## src/srle_pkg.sv

```systemverilog
// shared types and constants for the sun raster rle decoder
// no dependencies

package srle_pkg;

   localparam int SIZE_BITS_DEF = 24;
   localparam logic [7:0] RLE_FLAG = 8'h80;
   localparam int LEN_BITS = 9;
   localparam int TDATA_BITS = 24;

   typedef enum logic [1:0] {
      PH_FLAG  = 2'd0,
      PH_COUNT = 2'd1,
      PH_VALUE = 2'd2
   } phase_type;

   typedef struct packed {
      logic                valid;
      logic [7:0]          value;
      logic [LEN_BITS-1:0] length;
      logic                complete;
   } run_type;

endpackage

```

## src/srle_in_stage.sv

```systemverilog
// input register for encoded bytes and the start-of-image flag
// depends on srle_pkg

module srle_in_stage
   import srle_pkg::*;
(
   input  logic       clock,
   input  logic       reset,
   input  logic       req_tvalid,
   output logic       req_tready,
   input  logic [7:0] req_tdata,
   input  logic       req_tuser,
   input  logic       advance,
   output logic       item_valid,
   output logic [7:0] item_byte,
   output logic       item_sof
);

   logic       valid_ff, valid_in;
   logic [7:0] byte_ff;
   logic       sof_ff;
   logic       take;

   assign req_tready = !valid_ff || advance;
   assign take       = req_tvalid && req_tready;

   always_comb begin
      valid_in = valid_ff;
      if (take) begin
         valid_in = 1'b1;
      end else if (advance) begin
         valid_in = 1'b0;
      end
   end

   always_ff @(posedge clock) begin
      if (reset) begin
         valid_ff <= 1'b0;
      end else begin
         valid_ff <= valid_in;
      end
   end

   always_ff @(posedge clock) begin
      if (take) begin
         byte_ff <= req_tdata;
         sof_ff  <= req_tuser;
      end
   end

   assign item_valid = valid_ff;
   assign item_byte  = byte_ff;
   assign item_sof   = sof_ff;

endmodule

```

## src/srle_core.sv

```systemverilog
// token parser and run clip: phase, pending count and written byte total
// depends on srle_pkg

module srle_core
   import srle_pkg::*;
#(
   parameter int SIZE_BITS = SIZE_BITS_DEF
)
(
   input  logic               clock,
   input  logic               reset,
   input  logic               fire,
   input  logic [7:0]         item_byte,
   input  logic               item_sof,
   input  logic [SIZE_BITS:0] image_size,
   output run_type            run
);

   localparam int W = SIZE_BITS + 1;

   phase_type           phase_ff, phase_in, phase_eff;
   logic [7:0]          held_ff, held_in, held_eff;
   logic [W-1:0]        written_ff, written_in, written_eff;
   logic                full;
   logic                emit;
   logic [7:0]          value;
   logic [LEN_BITS-1:0] len;
   logic [LEN_BITS-1:0] clipped;
   logic [W-1:0]        left;
   logic [W-1:0]        new_written;

   assign phase_eff   = item_sof ? PH_FLAG : phase_ff;
   assign held_eff    = item_sof ? 8'd0 : held_ff;
   assign written_eff = item_sof ? '0 : written_ff;
   assign full        = written_eff >= image_size;

   // next state
   always_comb begin
      phase_in = phase_eff;
      held_in  = held_eff;
      if (!full) begin
         case (phase_eff)
            PH_COUNT: begin
               if (item_byte == 8'd0) begin
                  phase_in = PH_FLAG;
               end else begin
                  phase_in = PH_VALUE;
                  held_in  = item_byte;
               end
            end
            PH_VALUE: begin
               phase_in = PH_FLAG;
            end
            default: begin
               phase_in = (item_byte == RLE_FLAG) ? PH_COUNT : PH_FLAG;
            end
         endcase
      end
   end

   // outputs
   always_comb begin
      emit  = 1'b0;
      value = item_byte;
      len   = LEN_BITS'(1);
      case (phase_eff)
         PH_COUNT: begin
            emit  = (item_byte == 8'd0);
            value = RLE_FLAG;
         end
         PH_VALUE: begin
            emit = 1'b1;
            len  = {1'b0, held_eff} + LEN_BITS'(1);
         end
         default: begin
            emit = (item_byte != RLE_FLAG);
         end
      endcase
      emit = emit && !full;
   end

   assign left        = image_size - written_eff;
   assign clipped     = (W'(len) > left) ? left[LEN_BITS-1:0] : len;
   assign new_written = written_eff + W'(clipped);
   assign written_in  = emit ? new_written : written_eff;

   always_ff @(posedge clock) begin
      if (reset) begin
         phase_ff   <= PH_FLAG;
         held_ff    <= 8'd0;
         written_ff <= '0;
      end else if (fire) begin
         phase_ff   <= phase_in;
         held_ff    <= held_in;
         written_ff <= written_in;
      end
   end

   assign run.valid    = emit;
   assign run.value    = value;
   assign run.length   = clipped;
   assign run.complete = (new_written == image_size);

endmodule

```

## src/srle_out_stage.sv

```systemverilog
// result register holding one decoded run until the sink takes it
// depends on srle_pkg

module srle_out_stage
   import srle_pkg::*;
(
   input  logic                  clock,
   input  logic                  reset,
   input  logic                  advance,
   input  run_type               run,
   output logic                  out_busy,
   output logic                  rsp_tvalid,
   input  logic                  rsp_tready,
   output logic [TDATA_BITS-1:0] rsp_tdata,
   output logic                  rsp_tlast
);

   logic                valid_ff, valid_in;
   logic [7:0]          value_ff;
   logic [LEN_BITS-1:0] length_ff;
   logic                last_ff;
   logic                load;

   assign load = advance && run.valid;

   always_comb begin
      valid_in = valid_ff;
      if (load) begin
         valid_in = 1'b1;
      end else if (rsp_tready) begin
         valid_in = 1'b0;
      end
   end

   always_ff @(posedge clock) begin
      if (reset) begin
         valid_ff <= 1'b0;
      end else begin
         valid_ff <= valid_in;
      end
   end

   always_ff @(posedge clock) begin
      if (load) begin
         value_ff  <= run.value;
         length_ff <= run.length;
         last_ff   <= run.complete;
      end
   end

   assign out_busy   = valid_ff && !rsp_tready;
   assign rsp_tvalid = valid_ff;
   assign rsp_tdata  = {(TDATA_BITS - LEN_BITS - 8)'(0), length_ff, value_ff};
   assign rsp_tlast  = last_ff;

endmodule

```

## src/sun_raster_rle_decoder.sv

```systemverilog
// Sun raster byte-encoded image decoder: one encoded byte in per cycle, one
// run out per literal, escaped flag or counted run. An accepted byte is held in
// an input register, then parsed and clipped combinationally as it moves into
// the result register; one byte per cycle is sustained while the sink keeps
// rsp_tready high, a rate set by the loop through the written-byte total
// (subtract, compare, add).
// Bytes after the image is full give no run until one arrives with the
// start-of-image flag. The user must write image_size only while the decoder
// is idle; the decoder itself does not enforce this.
// depends on srle_pkg, srle_in_stage, srle_core, srle_out_stage

module sun_raster_rle_decoder
   import srle_pkg::*;
#(
   parameter int SIZE_BITS = SIZE_BITS_DEF
)
(
   input  logic                  clock,
   input  logic                  reset,
   input  logic                  req_tvalid,
   output logic                  req_tready,
   input  logic [7:0]            req_tdata,   // code_byte
   input  logic                  req_tuser,   // start_of_image
   output logic                  rsp_tvalid,
   input  logic                  rsp_tready,
   output logic [TDATA_BITS-1:0] rsp_tdata,   // run_value, run_length, zero pad
   output logic                  rsp_tlast,   // image_complete
   input  logic                  csr_we,
   input  logic [SIZE_BITS:0]    csr_wdata    // image_size
);

   logic [SIZE_BITS:0] size_ff;
   logic               item_valid;
   logic [7:0]         item_byte;
   logic               item_sof;
   logic               out_busy;
   logic               advance;
   run_type            run;

   always_ff @(posedge clock) begin
      if (reset) begin
         size_ff <= (SIZE_BITS + 1)'(1);
      end else if (csr_we) begin
         size_ff <= csr_wdata;
      end
   end

   assign advance = item_valid && !out_busy;

   srle_in_stage u_in (
      .clock      (clock),
      .reset      (reset),
      .req_tvalid (req_tvalid),
      .req_tready (req_tready),
      .req_tdata  (req_tdata),
      .req_tuser  (req_tuser),
      .advance    (advance),
      .item_valid (item_valid),
      .item_byte  (item_byte),
      .item_sof   (item_sof)
   );

   srle_core #(
      .SIZE_BITS (SIZE_BITS)
   ) u_core (
      .clock      (clock),
      .reset      (reset),
      .fire       (advance),
      .item_byte  (item_byte),
      .item_sof   (item_sof),
      .image_size (size_ff),
      .run        (run)
   );

   srle_out_stage u_out (
      .clock      (clock),
      .reset      (reset),
      .advance    (advance),
      .run        (run),
      .out_busy   (out_busy),
      .rsp_tvalid (rsp_tvalid),
      .rsp_tready (rsp_tready),
      .rsp_tdata  (rsp_tdata),
      .rsp_tlast  (rsp_tlast)
   );

endmodule
```

## config.mk

```make
export PLATFORM = sky130hd
export DESIGN_NAME = sun_raster_rle_decoder
export DESIGN_NICKNAME = d
export VERILOG_FILES = /design/src/srle_pkg.sv /design/src/srle_in_stage.sv /design/src/srle_core.sv /design/src/srle_out_stage.sv /design/src/sun_raster_rle_decoder.sv
export SDC_FILE = /design/constraint.sdc
export NUM_CORES = 1
export LEC_CHECK = 0
export ABC_CLOCK_PERIOD_IN_PS = 10600
export BUFFER_PORTS_ARGS = -buffer_cell sky130_fd_sc_hd__buf_4
export CORE_UTILIZATION = 45
export CTS_CLUSTER_SIZE = 30
export DETAILED_ROUTE_END_ITERATION = 12
export SYNTH_ARGS = -nofsm -noshare
export SYNTH_HDL_FRONTEND = slang
export SYNTH_SLANG_ARGS = --single-unit
```

## constraint.sdc

```tcl
create_clock -name clock -period 10.6 [get_ports clock]
set_input_delay 1.06 -clock clock [delete_from_list [all_inputs] [get_ports clock]]
set_output_delay 1.06 -clock clock [all_outputs]
set_load 0.1 [all_outputs]
```

Word level (Yosys, flattened, before mapping):

Index checks and enable logic that the tools add are counted.

* memories: 0
* input bits: 39
* bits in latches: 0
* output and inout port bits: 27
* bits in read-only memories: 0
* word-level logic and storage cells: 52
* bits in writable memories: 0
* register bits after elaboration: 89

* $lt $le $gt $ge: 2
* eq/ne operators: 5
* mux-type cells: 18
* reduce and logical (&&, ||, !) cells: 13
* add/sub/neg operators: 3
* shifts and indexed selects: 0
* div/mod/pow operators: 0
* bitwise operators: 0
* $mul: 0

Operator list (count)
* $mux 25: 2
* $mux 8: 4
* $add 25x9->25: 1
* $eq 25x25->1: 1
* $ge 25x25->1: 1
* $gt 9x25->1: 1
* $sub 25x25->25: 1
* $mux 9: 2
* $add 8x1->9 const B: 1
* $eq 8x8->1 const B: 1
* $logic_not 8->1: 1
* $ne 8x8->1 const B: 1
* $mux 2: 3
* $logic_and 1x1->1: 5
* $mux 1: 5
* $logic_not 1->1: 4
* $pmux 2 s2: 1
* $reduce_bool 2->1: 2
* $eq 2x1->1 const B: 1
* $eq 2x2->1 const B: 1
* $pmux 1 s2: 1
* $logic_or 1x1->1: 1

Logic depth before layout (Yosys ltp):

* word-level depth: 7
* gate-level depth with buffers: 35
* mapped depth without buffers: 30

Modules after synthesis:

From an unflattened synthesis, not the netlist that was laid out.

* cell total of the unflattened synthesis: 818
* area, all modules: 6861.6 µm²

Modules (own cells, without submodules)
* srle_core: seq. area each 700.7 µm², area an instance 4969.8 µm², cells an instance 692, times used 1
* sun_raster_rle_decoder: seq. area each 500.5 µm², area an instance 917.1 µm², cells an instance 82, times used 1
* srle_out_stage: seq. area each 560.5 µm², area an instance 649.4 µm², cells an instance 30, times used 1
* srle_in_stage: seq. area each 290.3 µm², area an instance 325.3 µm², cells an instance 14, times used 1

Worst setup path after synthesis:

Ideal clock, no wire load.

* path kind: register -> register
* start: register u_in.sof_ff, in the netlist u_in.item_sof
* end: register u_out.last_ff, in the netlist u_out.rsp_tlast, data pin
* cell stages (with the launch flop): 36
* slack: 2.164 ns
* arrival time: 8.233 ns
* data required time: 10.397 ns
* setup time: 0.203 ns
* clock period less this slack: 8.436 ns
* buffers on the path: 5
* cell sequence: edfxtp_1 -> clkbuf_1 -> clkbuf_1 -> clkbuf_1 -> clkbuf_1 -> nand2b_1 -> inv_1 -> fa_1 -> nand2b_1 -> a21oi_1 -> a21o_1 -> a21oi_1 -> xor2_1 -> ha_1 -> nand4_1 -> nor3_1 -> a2111oi_4 -> o211ai_1 -> a2111o_1 -> a2111o_1 -> or4_1 -> nor4_2 -> buf_6 -> mux2i_1 -> ha_1 -> inv_1 -> fa_1 -> nor2b_1 -> o2111ai_1 -> a211oi_1 -> o2111ai_1 -> nor3_1 -> nand3_1 -> xnor2_1 -> a2111o_1 -> a2111oi_1

RTL lines
* from (decl): line srle_in_stage.sv:21 `logic sof_ff;`
* from (signal assigned): line srle_in_stage.sv:47 `sof_ff <= req_tuser;`
* to (signal assigned): line srle_out_stage.sv:47 `last_ff <= run.complete;`
* to (decl): line srle_out_stage.sv:21 `logic last_ff;`

==> results.md <==
* Status: finished, final reports clean
* Via density at 5.98
* Post-layout util at 51.0%
* Clk slew on worst S/H paths at 0.08 ns
* RSZ-0062 raised after global routing: false
* Vias in the first global route at 6,033
* PD cells at 125 nW/um^2
* Setup Skew at 0.0102 ns
* Clock Tree Buf Depth at 2
* Pre-CTS setup slack at 1.47 ns
* Routed Antenna Nets at 0
* Synth cell types at 81
* Top cells by area, synth: dfxtp_1 18%, edfxtp_1 12%, ha_1 8.5%
* # port buffers at 58
* Main combinational cell family by area after synthesis: simple AND/OR/NAND/NOR gates
* Worst setup slack after layout at 1.41 ns
* Gr ovfl total at 0
* R2r worst-path depth at 30
* CORE AREA at 15,100 sq um
* Normalized max-slew margin at 44.1%
* Clk pwr share at 33.9%
* Setup crit start kind: flip-flop
* Combinational group share of total power at 27.1%
* Multiplexer area fraction after synthesis at 6.04%
* FILL cells at 1,459
* Iter 0 DRT Violations at 491
* Fmax at 109 MHz
* Post-synth top flop: dfxtp_1
* Largest area contributor in the netlist: dfxtp_1
* CP Data Required Time at 10.74 ns
* Clock sinks at 89
* Hold path cells at 2
* Met3 Track Usage GR at 3.33%
* Flops & latches, synth at 89
* Hold WC Path Type: reg -> reg
* XOR/XNOR Fraction of Synth Area at 7.32%
* Cells after synthesis at 816
* Detailed Place HPWL at 16.2 mm
* Later-pin clock latency in the skew report at 0.36 ns
* Pin count of the biggest net entering global routing at 51
* Hold EP: u_core.written_ff[2]
* Seq. cell area at 2050 sq um
* Worst Max-Slew Pin Slew at 0.836 ns
* Routability cong. at 0.951
* CTS tree: built
* Chip width at 126 microns
* Most common cell in the netlist: nor2_1
* Final hold violations at 0
* Number of synthesized flops with an enable pin at 27
* Final Power at 0.966 mW
* Period utilisation layout at 86.7%
* R2R Path Start: u_in.item_sof
* Critical path buffers and inverters at 2
* Gr usage total at 26.7%
* # setup viols final at 0
* Maximum capacitance violations at 0
* Ys async rst share at 0%
* Leakage at 3.26 nW
* Arr. time, crit path at 9.33 ns
* Setup Buffers After CTS at 0
* Sequential power share at 39.0%
* Root Driver: clkbuf_16
* Area share of the largest cell type after synthesis at 17.8%
* Layout cell share with drive strength beyond 1 at 11.7%
* Grt met2 use at 43.5%
* Compound-Gate Fraction of Synth Area at 20.7%
* Most instantiated cells after synthesis: 63 x nor2_1, 62 x a21oi_1, 62 x dfxtp_1
* P_int at 0.618 mW
* Final nets at 938
* Crit Path Max Fanout at 16
* Initial antenna violation count at 0
* Switching pwr at 0.348 mW
* Worst setup EP type: flip-flop
* CP top delay family: compound AO/OA/AOI/OAI gates
* Met1 usage at 37.6%
* Worst VDD drop at 0.0913 mV
* Area share of and/or/nand/nor cells after synthesis at 21.5%
* Die height at 126 microns
* Delay of the slowest critical-path stage at 0.63 ns
* Worst path most repeated cell: a2111o_1
* Adder-cell share of the synthesized area at 9.03%
* Ports at 66
* Starting Density at 45.9%
* Htree depth at 3
* Multi-input gate area at 4520 sq um
* Setup TNS at 0 ns
* Residual DRC at 0
* Routed WL per cell at 19.8 microns
* First-pass GRT wire length at 32.7 mm
* Sequential area share after synthesis at 29.5%
* Vias at 6,236
* Max stage delay cell, worst path: edfxtp_1
* Netlist area before placement at 6960 sq um
* Num CTS Buffers at 9
* PostCTS Resize Cnt at 0
* Kind of critical path: reg -> reg
* TritonRoute pass-1 iters at 5
* DIE AREA at 16,000 sq um
* Rows at 45
* Reg2reg end: u_out.rsp_tlast
* Tmin final at 9.19 ns
* Min-delay src: u_core.written_ff[2]
* ANT cells at 0
* CTS Hold Bufs at 0
* Final Max Tran Viols at 0
* R2R setup slack at 1.41 ns
* Post-synthesis average cell area at 8.53 sq um
* Switching part of the total at 36.0%
* Ys Warns at 0
* Stages on worst setup path at 30
* GRT Max-Usage Layer: met2
* Area grow syn2layout at 11.1%
* Final Routed Wirelength at 20.7 mm
==> kinds of logic (layout without fill, tap and decap cells) <==
logic type      count (synthesis)  after routing
xor+xnor                       55             55
compound gates                209            209
mux                            41             41
fa+ha+maj                      49             49
simple gates                  283            283
flops                          89             89
other cells                     1              7
buf+inv                        89            122
==> layout make-up <==
type	instances	area share (%)
Tap cell	188	3.04
Multi-Input combinational cell	644	58.4
Sequential cell	89	26.5
Inverter	45	2.18
Clock buffer	9	2.91
Timing Repair Buffer	61	5.92
Clock inverter	7	0.955
==> worst min-delay path, stage by stage, from the launching register on <==
cell and delay (ns):
dfxtp_1 0.32, inv_1 0.05, o22ai_1 0.05
==> through the flow <==
step / hold WS [ns] / area, sq um / std cells
floorplan: 0.417 / 6980 / 822
global placement: 0.440 / 7430 / 1027
detailed placement: 0.445 / 7430 / 1027
CTS: 0.457 / 7730 / 1043
global route: 0.494 / 7730 / 1043
finish: 0.457 / 7730 / 1043
==> cells in the final DEF (no fill, tap or decap), types with 27 or more instances in the layout <==
cell,synthesis,final
nor2_1,63,63
edfxtp_1,27,27
mux2i_1,39,39
a21oi_1,62,62
xnor2_1,33,33
nand2_1,52,52
o21ai_0,31,31
dfxtp_1,62,62
buf_4,9,61
nand2b_1,33,33
inv_1,45,45
ha_1,47,47
==> per-layer routing <==
metal | up-vias | wire (microns)
li1 | 3022 | -
met1 | 2992 | 9810
met2 | 196 | 9530
met3 | 26 | 1080
met4 | 0 | 252
met5 | - | 0
==> registers in the layout (all words and copies together) (netlist names) <==
register,flops
u_core.held_ff,8
u_out.rsp_tlast,1
u_in.item_byte,8
u_out.rsp_tvalid,1
u_in.item_sof,1
size_ff,25
u_core.phase_ff,2
u_in.item_valid,1
u_out.value_ff,8
u_core.written_ff,25
u_out.length_ff,9
==> worst max path at each step <==
stage | from | to | slack [ns]
final | u_in.item_sof | u_out.rsp_tlast | 1.41
after global routing | u_in.item_sof | u_out.rsp_tlast | 0.78
after floorplan | u_in.item_sof | u_out.rsp_tlast | 2.16
after CTS | u_in.item_sof | u_out.rsp_tlast | 1.45
after global placement | u_in.item_sof | u_out.rsp_tlast | 1.83
after detailed placement | u_in.item_sof | u_out.rsp_tlast | 1.47
==> power by group through the flow <==
stage | registers [mW] | clock network (mW) | logic [mW]
after floorplan | 0.412 | 0 | 0.162
after global placement | 0.384 | 0 | 0.256
after detailed placement | 0.384 | 0 | 0.258
after CTS | 0.376 | 0.332 | 0.259
after global routing | 0.378 | 0.343 | 0.283
final | 0.376 | 0.327 | 0.262
(Power assumes the default switching activity.)
